<file path="config.mk">
export PLATFORM = sky130hd
export DESIGN_NAME = fifo_queue_with_search_top
export DESIGN_NICKNAME = d
export VERILOG_FILES = /design/src/design/fqs_pkg.sv /design/src/design/fqs_mem.sv /design/src/design/fifo_queue_with_search_top.sv
export SDC_FILE = /design/constraint.sdc
export NUM_CORES = 1
export LEC_CHECK = 0
export ABC_AREA = 1
export BUFFER_PORTS_ARGS = -buffer_cell sky130_fd_sc_hd__buf_4
export CAP_MARGIN = 20
export CORE_UTILIZATION = 40
export CTS_BUF_LIST = sky130_fd_sc_hd__clkbuf_4
export CTS_CLUSTER_DIAMETER = 30
export DETAILED_ROUTE_END_ITERATION = 12
export GPL_TIMING_DRIVEN = 0
export MAX_ROUTING_LAYER = met4
export PLACE_DENSITY = 0.64
export SLEW_MARGIN = 20
export SYNTH_ARGS = -nofsm -noshare
export SYNTH_HDL_FRONTEND = slang
export SYNTH_HIERARCHICAL = 1
export SYNTH_SLANG_ARGS = --single-unit
</file>
<file path="constraint.sdc">
create_clock -name clk_i -period 3.9 [get_ports clk_i]
set_clock_uncertainty 0.1 [all_clocks]
set_input_delay 0.78 -clock clk_i [delete_from_list [all_inputs] [get_ports clk_i]]
set_output_delay 0.78 -clock clk_i [all_outputs]
set_load 0.02 [all_outputs]
</file>
<file path="src/design/fqs_pkg.sv">
// ----------------------------------------------------------------------------
// fqs_pkg
// shared types and codes for the fifo queue with search
// ----------------------------------------------------------------------------
package fqs_pkg;

  localparam int unsigned DATA_W = 32;
  localparam int unsigned CNT_W  = 7;
  localparam int unsigned OP_W   = 2;
  localparam int unsigned CODE_W = 3;

  localparam logic [OP_W-1:0] OP_PUSH   = 2'd0;
  localparam logic [OP_W-1:0] OP_POP    = 2'd1;
  localparam logic [OP_W-1:0] OP_SEARCH = 2'd2;
  localparam logic [OP_W-1:0] OP_CLEAR  = 2'd3;

  localparam logic [CODE_W-1:0] RC_PUSHED  = 3'd0;
  localparam logic [CODE_W-1:0] RC_FULL    = 3'd1;
  localparam logic [CODE_W-1:0] RC_POPPED  = 3'd2;
  localparam logic [CODE_W-1:0] RC_EMPTY   = 3'd3;
  localparam logic [CODE_W-1:0] RC_MATCH   = 3'd4;
  localparam logic [CODE_W-1:0] RC_NOMATCH = 3'd5;
  localparam logic [CODE_W-1:0] RC_CLEARED = 3'd6;

  typedef enum logic [3:0] {
    S_IDLE = 4'b0001,
    S_POP  = 4'b0010,
    S_SCAN = 4'b0100,
    S_DONE = 4'b1000
  } state_e;

endpackage

</file>
<file path="src/design/fqs_mem.sv">
// ----------------------------------------------------------------------------
// fqs_mem
// entry storage: one write port, one read port, registered read data
// ----------------------------------------------------------------------------
module fqs_mem #(
  parameter int unsigned Depth = 32,
  parameter int unsigned AddrW = $clog2(Depth)
) (
  input  logic                           clk_i,
  input  logic                           we_i,
  input  logic [AddrW-1:0]               waddr_i,
  input  logic [fqs_pkg::DATA_W-1:0]     wdata_i,
  input  logic                           re_i,
  input  logic [AddrW-1:0]               raddr_i,
  output logic [fqs_pkg::DATA_W-1:0]     rdata_o
);

  logic [fqs_pkg::DATA_W-1:0] mem_q [Depth];
  logic [fqs_pkg::DATA_W-1:0] rdata_q;

  always_ff @(posedge clk_i) begin
    if (we_i) begin
      mem_q[waddr_i] <= wdata_i;
    end
  end

  always_ff @(posedge clk_i) begin
    if (re_i) begin
      rdata_q <= mem_q[raddr_i];
    end
  end

  assign rdata_o = rdata_q;

endmodule

</file>
<file path="src/design/fifo_queue_with_search_top.sv">
// ----------------------------------------------------------------------------
// fifo_queue_with_search_top
// fifo queue of signed words in a ring memory, with push, pop, search, clear
// ----------------------------------------------------------------------------
// push, clear, full push and empty pop: result in the cycle after the transaction,
//   next transaction taken in the following cycle
// pop: one memory read, then a registered result; busy while the read data is taken
// search: one memory read per stored entry, busy while scanning (empty: not busy),
//   results one per match in queue order, the last one flagged (none: one no-match)
// reset: asynchronous, queue empty; memory contents are not cleared
// results are strobed for one cycle and cannot be stalled
module fifo_queue_with_search_top #(
  parameter int unsigned QUEUE_DEPTH = 32
) (
  input  logic                            clk_i,
  input  logic                            rst_ni,
  input  logic                            start_i,
  output logic                            busy_o,
  input  logic [fqs_pkg::OP_W-1:0]        opcode_i,
  input  logic signed [fqs_pkg::DATA_W-1:0] data_value_i,
  output logic                            out_valid_o,
  output logic [fqs_pkg::CODE_W-1:0]      result_code_o,
  output logic signed [fqs_pkg::DATA_W-1:0] value_out_o,
  output logic [fqs_pkg::CNT_W-1:0]       position_o,
  output logic [fqs_pkg::CNT_W-1:0]       entry_count_o,
  output logic                            last_result_o
);

  localparam int unsigned IW = $clog2(QUEUE_DEPTH);
  localparam logic [fqs_pkg::CNT_W-1:0] FULL_CNT = fqs_pkg::CNT_W'(QUEUE_DEPTH);
  localparam logic [IW-1:0] LAST_IDX = IW'(QUEUE_DEPTH - 1);

  function automatic logic [IW-1:0] ring_inc(input logic [IW-1:0] p);
    ring_inc = (p == LAST_IDX) ? '0 : p + 1'b1;
  endfunction

  fqs_pkg::state_e state_q, state_d;
  logic [IW-1:0]               head_q, head_d, tail_q, tail_d, rd_ptr_q, rd_ptr_d;
  logic [fqs_pkg::CNT_W-1:0]   count_q, count_d, pos_q, pos_d, pend_pos_q, pend_pos_d;
  logic                        pend_q, pend_d;
  logic [fqs_pkg::DATA_W-1:0]  key_q, key_d;
  logic                        ovalid_q, ovalid_d, last_q, last_d;
  logic [fqs_pkg::CODE_W-1:0]  code_q, code_d;
  logic [fqs_pkg::DATA_W-1:0]  val_q, val_d;
  logic [fqs_pkg::CNT_W-1:0]   opos_q, opos_d;

  logic                        mem_we, mem_re, accept, hit;
  logic [IW-1:0]               mem_waddr, mem_raddr;
  logic [fqs_pkg::DATA_W-1:0]  mem_rdata;

  fqs_mem #(
    .Depth (QUEUE_DEPTH),
    .AddrW (IW)
  ) u_mem (
    .clk_i   (clk_i),
    .we_i    (mem_we),
    .waddr_i (mem_waddr),
    .wdata_i (data_value_i),
    .re_i    (mem_re),
    .raddr_i (mem_raddr),
    .rdata_o (mem_rdata)
  );

  assign busy_o = (state_q != fqs_pkg::S_IDLE);
  assign accept = start_i && !busy_o;
  assign hit    = (mem_rdata == key_q);

  always_comb begin
    state_d    = state_q;
    head_d     = head_q;
    tail_d     = tail_q;
    count_d    = count_q;
    rd_ptr_d   = rd_ptr_q;
    pos_d      = pos_q;
    pend_d     = pend_q;
    pend_pos_d = pend_pos_q;
    key_d      = key_q;
    ovalid_d   = 1'b0;
    code_d     = code_q;
    val_d      = val_q;
    opos_d     = opos_q;
    last_d     = last_q;
    mem_we     = 1'b0;
    mem_waddr  = tail_q;
    mem_re     = 1'b0;
    mem_raddr  = head_q;
    case (state_q)
      fqs_pkg::S_IDLE: begin
        if (accept) begin
          ovalid_d = 1'b1;
          val_d    = '0;
          opos_d   = '0;
          last_d   = 1'b1;
          case (opcode_i)
            fqs_pkg::OP_PUSH: begin
              if (count_q == FULL_CNT) begin
                code_d = fqs_pkg::RC_FULL;
              end else begin
                code_d  = fqs_pkg::RC_PUSHED;
                mem_we  = 1'b1;
                tail_d  = ring_inc(tail_q);
                count_d = count_q + 1'b1;
              end
            end
            fqs_pkg::OP_POP: begin
              if (count_q == '0) begin
                code_d = fqs_pkg::RC_EMPTY;
              end else begin
                ovalid_d = 1'b0;
                mem_re   = 1'b1;
                head_d   = ring_inc(head_q);
                count_d  = count_q - 1'b1;
                state_d  = fqs_pkg::S_POP;
              end
            end
            fqs_pkg::OP_SEARCH: begin
              if (count_q == '0) begin
                code_d = fqs_pkg::RC_NOMATCH;
              end else begin
                ovalid_d = 1'b0;
                mem_re   = 1'b1;
                key_d    = data_value_i;
                rd_ptr_d = ring_inc(head_q);
                pos_d    = fqs_pkg::CNT_W'(1);
                pend_d   = 1'b0;
                state_d  = fqs_pkg::S_SCAN;
              end
            end
            default: begin
              code_d  = fqs_pkg::RC_CLEARED;
              head_d  = '0;
              tail_d  = '0;
              count_d = '0;
            end
          endcase
        end
      end
      fqs_pkg::S_POP: begin
        ovalid_d = 1'b1;
        code_d   = fqs_pkg::RC_POPPED;
        val_d    = mem_rdata;
        opos_d   = '0;
        last_d   = 1'b1;
        state_d  = fqs_pkg::S_IDLE;
      end
      fqs_pkg::S_SCAN: begin
        if (hit) begin
          if (pend_q) begin
            ovalid_d = 1'b1;
            code_d   = fqs_pkg::RC_MATCH;
            val_d    = key_q;
            opos_d   = pend_pos_q;
            last_d   = 1'b0;
          end
          pend_d     = 1'b1;
          pend_pos_d = pos_q;
        end
        if (pos_q == count_q) begin
          state_d = fqs_pkg::S_DONE;
        end else begin
          mem_re    = 1'b1;
          mem_raddr = rd_ptr_q;
          rd_ptr_d  = ring_inc(rd_ptr_q);
          pos_d     = pos_q + 1'b1;
        end
      end
      fqs_pkg::S_DONE: begin
        ovalid_d = 1'b1;
        last_d   = 1'b1;
        if (pend_q) begin
          code_d = fqs_pkg::RC_MATCH;
          val_d  = key_q;
          opos_d = pend_pos_q;
        end else begin
          code_d = fqs_pkg::RC_NOMATCH;
          val_d  = '0;
          opos_d = '0;
        end
        state_d = fqs_pkg::S_IDLE;
      end
      default: begin
        state_d = fqs_pkg::S_IDLE;
      end
    endcase
  end

  always_ff @(posedge clk_i or negedge rst_ni) begin
    if (!rst_ni) begin
      state_q  <= fqs_pkg::S_IDLE;
      head_q   <= '0;
      tail_q   <= '0;
      count_q  <= '0;
      pend_q   <= 1'b0;
      ovalid_q <= 1'b0;
    end else begin
      state_q  <= state_d;
      head_q   <= head_d;
      tail_q   <= tail_d;
      count_q  <= count_d;
      pend_q   <= pend_d;
      ovalid_q <= ovalid_d;
    end
  end

  always_ff @(posedge clk_i) begin
    rd_ptr_q   <= rd_ptr_d;
    pos_q      <= pos_d;
    pend_pos_q <= pend_pos_d;
    key_q      <= key_d;
    code_q     <= code_d;
    val_q      <= val_d;
    opos_q     <= opos_d;
    last_q     <= last_d;
  end

  assign out_valid_o   = ovalid_q;
  assign result_code_o = code_q;
  assign value_out_o   = val_q;
  assign position_o    = opos_q;
  assign entry_count_o = count_q;
  assign last_result_o = last_q;

  a_count_bound: assert property (@(posedge clk_i) disable iff (!rst_ni)
    count_q <= FULL_CNT)
    else $error("occupancy above queue depth");

  a_push_count: assert property (@(posedge clk_i) disable iff (!rst_ni)
    (accept && opcode_i == fqs_pkg::OP_PUSH && count_q != FULL_CNT)
    |=> (count_q == $past(count_q) + 1'b1) && out_valid_o)
    else $error("push did not grow the queue");

  a_pop_result: assert property (@(posedge clk_i) disable iff (!rst_ni)
    (accept && opcode_i == fqs_pkg::OP_POP && count_q != '0)
    |=> ##1 (out_valid_o && result_code_o == fqs_pkg::RC_POPPED && last_result_o))
    else $error("pop result missing");

  a_done_last: assert property (@(posedge clk_i) disable iff (!rst_ni)
    (state_q == fqs_pkg::S_DONE) |=> (out_valid_o && last_result_o && !busy_o))
    else $error("search did not close with a final result");

  a_scan_pos: assert property (@(posedge clk_i) disable iff (!rst_ni)
    (state_q == fqs_pkg::S_SCAN) |-> (pos_q != '0 && pos_q <= count_q))
    else $error("scan position out of range");

endmodule
</file>
==> results.yml, run 1 <==
floorplan:
  io_pins: 89
  fp.dieH_microns: 350
  core.rowCount: 127
  dieArea_sq_mm: 0.123
  core-area_sq_mm: 0.120
  die_x_microns: 350
  start_util: 0.404
setup_path:
  required_ns: 4.67
  crit_fanout: 19
  r2r_cells: 9
  r2r-start: "state_q[0]"
  critical_path_class: "primary input to flop"
  worstSetupEndpointType: "flop"
  worstPathArrival_ns: 4.57
  ff2ff_setup_slack_ns: 0.12
  start_kind: "primary input"
  rr_endpoint: "u_mem/mem_q[23][21]"
synth:
  synthCells: 4126
  synth_edf_count: 1150
  synth_top_cells_by_count: "1600 x nand2_1, 1150 x edfxtp_1, 801 x nand3_1"
  synthArstFlopShare: 0.0196
  syn_avg_cell_area_sq_um: 11.7
  synthFlopType: "edfxtp_1"
  synth.top_cell.area_share: 0.712
  synth.net_count: 4180
  ys_seq_area_frac: 0.724
  synth.area.top_cells: "edfxtp_1 71%, nand2_1 12%, nand3_1 8.3%, buf_6 1.5%, dfrtp_1 1.1%"
  ys_seq_elements: 1173
  netlist_area_sq_mm: 0.0485
  ys_warn_count: 6
  synth_top_cell_by_area: "edfxtp_1"
  yosysUniqueCellTypes: 36
  yosysMostFrequentCell: "nand2_1"
cells_and_area:
  syn2layout_area_growth_pct: 17.4
  layout-drive-gt1-share: 0.178
  fin_cells: 6452
  nNetsFinal: 4683
clock_network:
  clockRootBuffer: "clkbuf_4"
  numCtsBuffers: 320
  cts_max_level: 5
  cts.sinks: 1173
  insertion_delay_ns: 1.27
  path_clk_slew_ns: 0.06
  tritoncts: "yes"
  cts_max_path_buffers: 4
routing:
  drc: 0
  wl_per_cell_microns: 23.3
  vias: 34541
  first_pass_iters: 6
  first_iter_violations: 4357
  ant_nets: 0
  vias_per_cell: 5.35
  totalWireLength_microns: 150000
place:
  gp_routability_congestion: 0.931
  port_buffers: 88
  dp.cells: 5875
  dpl.hpwl_microns: 100000
  dpl_worst_slack_ns: -1.08
min_path:
  holdPathEnd: "pend_pos_q[3]"
  hold_path_class: "flop to flop"
  hp-start: "pos_q[3]"
  holdPathStages: 0
power:
  switching_share: 0.375
  clockPowerShare: 0.271
  pwr-share-seq: 0.393
  power_switching_uw: 14200
  power.total_uw: 37800
  power.density_mw_per_mm2: 665
  comb_power_share: 0.336
  ir_worst_vdd_uv: 327
  p_int_uw: 23600
  leakagePower_uw: 0.0215
job:
  cap_violations: 0
timing:
  min_period_ns: 3.80
  worst_pin_slew_ns: 0.826
  slew_headroom: 0.446
  period_share: 0.974
  drv_slew: 0
  setup_viol: 0
  rsz0062_at_grt: "no"
  postLayoutSetupSlackWorst_ns: 0.103
  finalHoldViolations: 0
  fmax_mhz: 263
global_route:
  grt_use_met3: 0.0523
  grt_util_met2: 0.386
  grtUsageTotal: 0.252
  grt_max_degree: 34
  grt_pass1_vias: 32967
  antenna_found_initial: 8
  grt_busiest_layer: "met2"
  grt_pass1_wl_microns: 216000
  overflow: 0
  met1_usage: 0.318
status:
  status: "finished clean"
==> metrics by stage <==
step | util | TNS, ns | instance area (sq um) | hold WS [ns]
2_1_floorplan | - | 0 | 48500 | 0.350
5_1_grt | 0.474 | 0 | 56900 | 0.330
6_report | 0.474 | 0 | 56900 | 0.396
3_5_place_dp | 0.439 | -873.90 | 52700 | 0.373
4_1_cts | 0.474 | 0 | 56800 | 0.322
3_3_place_gp | 0.426 | -2491.96 | 51200 | 0.370
==> cell type report <==
class | instances | area (sq um)
diodes | 22 | 55.1
well taps | 1612 | 2020
repair buffers | 181 | 2360
clock buffers | 447 | 3360
clock inverters | 64 | 312
multi-input cells | 2629 | 11700
flip-flops and latches | 1173 | 35100
inverters | 95 | 364
fillers | 10652 | 63100
plain buffers | 229 | 1630
==> critical path, cell delays in order <==
cell           delay [ns]
dlygate4sd3_1        0.54
buf_4                0.15
inv_1                0.08
ha_1                 0.14
clkbuf_1             0.37
inv_1                0.16
nor3_2               0.72
nand3_2              0.56
nor2_4               0.76
buf_12               0.29
==> state kept, by name, summed over array words and instances, names as in the netlist <==
name,cells
key_q,32
u_mem/rdata_o,32
out_valid_o,1
pend_q,1
value_out_o,32
mem_waddr,5
entry_count_o,7
rd_ptr_q,5
result_code_o,3
head_q,5
position_o,7
pos_q,7
state_q,4
u_mem/mem_q,1024
last_result_o,1
pend_pos_q,7
==> power groups by stage <==
stage | clock [uW] | sequential (uW) | combinational (uW)
finish | 10300 | 14900 | 12700
global route | 11100 | 14900 | 13500
CTS | 10400 | 14900 | 12300
detailed placement | 0 | 15100 | 12200
global placement | 0 | 15200 | 11900
floorplan | 0 | 15400 | 7030
==> how the worst max path moves through the flow <==
stage,from,endpoint
final,opcode_i[1],u_mem/mem_q[23][21]
after global routing,entry_count_o[1],u_mem/rdata_o[10]
after CTS,entry_count_o[0],u_mem/rdata_o[30]
after detailed placement,opcode_i[1],u_mem/mem_q[27][3]
after global placement,opcode_i[0],u_mem/mem_q[26][3]
after floorplan,opcode_i[0],u_mem/mem_q[31][0]
==> layout by cell type, fill, tap and decap left out, types with 2 or more instances in the layout <==
master / count
nor2_2: 2
buf_6: 69
nor3b_1: 2
nand2_1: 1599
buf_8: 6
dfrtp_1: 21
nand3_1: 797
ha_1: 16
xnor2_1: 27
bufinv_16: 2
clkbuf_4: 452
nand2_2: 2
xor2_1: 11
buf_16: 38
o21ai_1: 2
o22ai_1: 9
buf_1: 19
dlygate4sd3_1: 37
clkinv_1: 44
nand3_2: 5
a21oi_1: 13
diode_2: 22
buf_4: 118
buf_2: 79
edfxtp_1: 1150
inv_2: 12
buf_12: 10
nor3_1: 2
clkinv_2: 12
nand4_1: 3
clkbuf_2: 6
nor2_4: 36
clkbuf_1: 23
nor2_1: 46
o21ai_0: 46
inv_1: 87
==> kinds of logic after synthesis <==
family | Yosys count | share of synthesized area
AOI/OAI and AO/OA | 74 | 0.00818
xor gates and xnor gates | 38 | 0.00687
adders and majority gates | 17 | 0.00454
buffers and inverters | 324 | 0.0403
DFF | 1173 | 0.724
and+or+nand+nor | 2500 | 0.216
==> timing repair <==
item                                    CTS  global route
endpoints found under the hold margin  1088             0
hold buffers                             38             0
setup endpoints to repair               989            34
setup buffers                             6             0
pin swaps                                 3             1
cloned                                    0             0
resized for setup                        14            16
==> routing by layer <==
metal | up-vias | wire, microns
met5 | - | 0
met4 | 0 | 6770
met3 | 388 | 15700
met1 | 16616 | 58000
met2 | 2020 | 69900
li1 | 15517 | -
Power figures use the tool's default switching activity.
==> inputs of run 2 (changes only) <==
PLACE_DENSITY = 0.58   (was 0.64)
==> run 2 against run 1 <==
  * Count of clock-buffer cells in the layout is 21 lower
  * The flow now finishes with violations (negative setup slack)
  * Clock power hardly changed
  * Register-to-register slack worse by 0.14 ns
  * Routed wire length rose by 1.5%
  * Critical endpoint is now u_mem/mem_q[8][4]
  * Sequential cell count is the same
  * Critical path depth did not move
  * Combinational power about the same
  * Sequential power about the same
  * Setup slack got worse by 0.21 ns
  * Non-clock buffer count grew 9
  * First-iteration DRC count is 19% lower
  * Sequential share of layout area shrank 0.092 points
  * Critical path type unchanged
==> results.yml, run 2 (synthesis gave the netlist of run 1 again) <==
status:
  status: "finished, violations left"
  failed_checks: "negative setup slack"
cells_and_area:
  fin_cells: 6439
  syn2layout_area_growth_pct: 17.6
  most-common-layout-cells: "1599 x nand2_1, 1150 x edfxtp_1, 801 x nand3_1"
  nNetsFinal: 4695
  layout-drive-gt1-share: 0.177
  largest_reg_flops: 1024
  n_fill_cell: 10868
  largest_register: "u_mem/mem_q"
  layout_commonest_cell: "nand2_1"
place:
  gp_routability_congestion: 0.928
  dp.cells: 5874
  port_buffers: 88
  dpl.hpwl_microns: 101000
routing:
  ant_nets: 0
  drc: 0
  first_pass_iters: 5
  totalWireLength_microns: 153000
  vias_per_cell: 5.29
  vias: 34051
  first_iter_violations: 3529
  wl_per_cell_microns: 23.7
clock_network:
  clockRootBuffer: "clkbuf_4"
  cts_max_level: 5
  tritoncts: "yes"
  cts.sinks: 1173
  numCtsBuffers: 323
  path_clk_slew_ns: 0.06
  insertion_delay_ns: 1.17
  cts_max_path_buffers: 4
job:
  cap_violations: 0
global_route:
  grt_pass1_wl_microns: 217000
  grtUsageTotal: 0.256
  grt_pass1_vias: 32226
  grt_max_degree: 34
  overflow: 0
  antenna_found_initial: 4
setup_path:
  crit_chain: "dlygate4sd3_1, buf_4, inv_1, ha_1, clkbuf_1, inv_1, nor3_1, nand3_1, nor2_4, buf_12"
  required_ns: 4.59
  start_kind: "primary input"
  worst_path_max_delay_cell: "nand3_1"
  critical_path_class: "primary input to flop"
  critPathMaxStageDelay_ns: 0.85
  crit_fanout: 21
  crit_top_cell: "inv_1"
  ff2ff_setup_slack_ns: -0.02
  worstPathArrival_ns: 4.69
  worstSetupEndpointType: "flop"
timing:
  drv_slew: 0
  postLayoutSetupSlackWorst_ns: -0.106
  setup_viol: 115
  period_share: 1.03
  fmax_mhz: 250
  finalHoldViolations: 0
  slew_headroom: 0.290
  worst_pin_slew_ns: 1.06
  min_period_ns: 4.01
  rsz0062_at_grt: "yes"
  timing.hold.ws_ns: 0.394
floorplan:
  core.rowCount: 127
  dieArea_sq_mm: 0.123
  start_util: 0.404
  io_pins: 89
  core-area_sq_mm: 0.120
  die_x_microns: 350
  fp.dieH_microns: 350
power:
  leakagePower_uw: 0.0215
  ir_worst_vdd_uv: 573
  power.density_mw_per_mm2: 667
  power.total_uw: 38000
min_path:
  hold_path_class: "flop to flop"
-- run 2: changes by cell type in the layout (fill, tap and decap cells not counted), sizes merged --
cell	delta
clkbuf	-19
diode	-18
clkinv	+10
bufinv	+8
buf	+6
clkdlybuf4s15	+1
inv	-1
-- run 2: layout make-up --
cell class	instances	area, sq um	share of cell area
diodes	4	10.0	0.000176
well taps	1612	2020	0.0354
multi-input cells	2629	11700	0.205
plain buffers	229	1630	0.0287
clock inverters	81	587	0.0103
clock buffers	426	3200	0.0561
repair buffers	190	2390	0.0420
inverters	95	364	0.00639
flip-flops and latches	1173	35100	0.616
-- run 2: path summary, 6_finish.rpt --
check | from | end | depth (start not counted)
max in group asynchronous | rst_ni | head_q[1] | 4
setup / recovery | opcode_i[1] | u_mem/mem_q[8][4] | 10
setup reg to reg | state_q[0] | u_mem/mem_q[8][4] | 9
hold / removal | pos_q[3] | pend_pos_q[3] | 0
hold reg to reg | pos_q[3] | pend_pos_q[3] | 0
min in group asynchronous | rst_ni | mem_waddr[0] | 4
-- run 2: routing by layer --
| layer | part of all wire | global-route usage | vias to the layer above | wire, microns |
|---|---|---|---|---|
| li1 | - | - | 15540 | - |
| met1 | 0.41 | 0.333 | 16550 | 62600 |
| met2 | 0.47 | 0.392 | 1697 | 71300 |
| met3 | 0.089 | 0.0514 | 264 | 13600 |
| met4 | 0.034 | 0.104 | 0 | 5140 |
| met5 | 0 | - | - | 0 |
-- run 2: critical path: cells and delay by family --
kind / cells / cell delay (ns)
buffers and inverters: 6 / 1.50
adders and majority gates: 1 / 0.14
and+or+nand+nor: 3 / 2.23
-- run 2: power breakdown --
| group | internal (uW) | total [uW] | switching, uW |
|---|---|---|---|
| Clock | 5680 | 10600 | 4870 |
| Sequential | 14500 | 14800 | 307 |
| Combinational | 3700 | 12600 | 8940 |
| Total | 23900 | 38000 | 14100 |
-- run 2: repair_timing --
| action | CTS | global route |
|---|---|---|
| buffers inserted | 12 | 4 |
| gates resized for setup | 13 | 14 |
| pin swaps | 6 | 2 |
| hold buffers | 38 | 0 |
| setup endpoints to repair | 63 | 230 |
| hold endpoints to repair | 1053 | 0 |
-- run 2: through the flow --
| stage | setup WS (ns) | cell area (sq um) | utilization | setup TNS (ns) |
|---|---|---|---|---|
| final | -0.106 | 57000 | 0.475 | -6.42 |
| after global routing | -0.135 | 57000 | 0.475 | -10.35 |
| after CTS | 0.000465 | 56900 | 0.474 | 0 |
| after detailed placement | -0.662 | 52500 | 0.438 | -407.50 |
| after global placement | -2.66 | 51200 | 0.426 | -2329.62 |
| after floorplan | 0.0633 | 48500 | - | 0 |
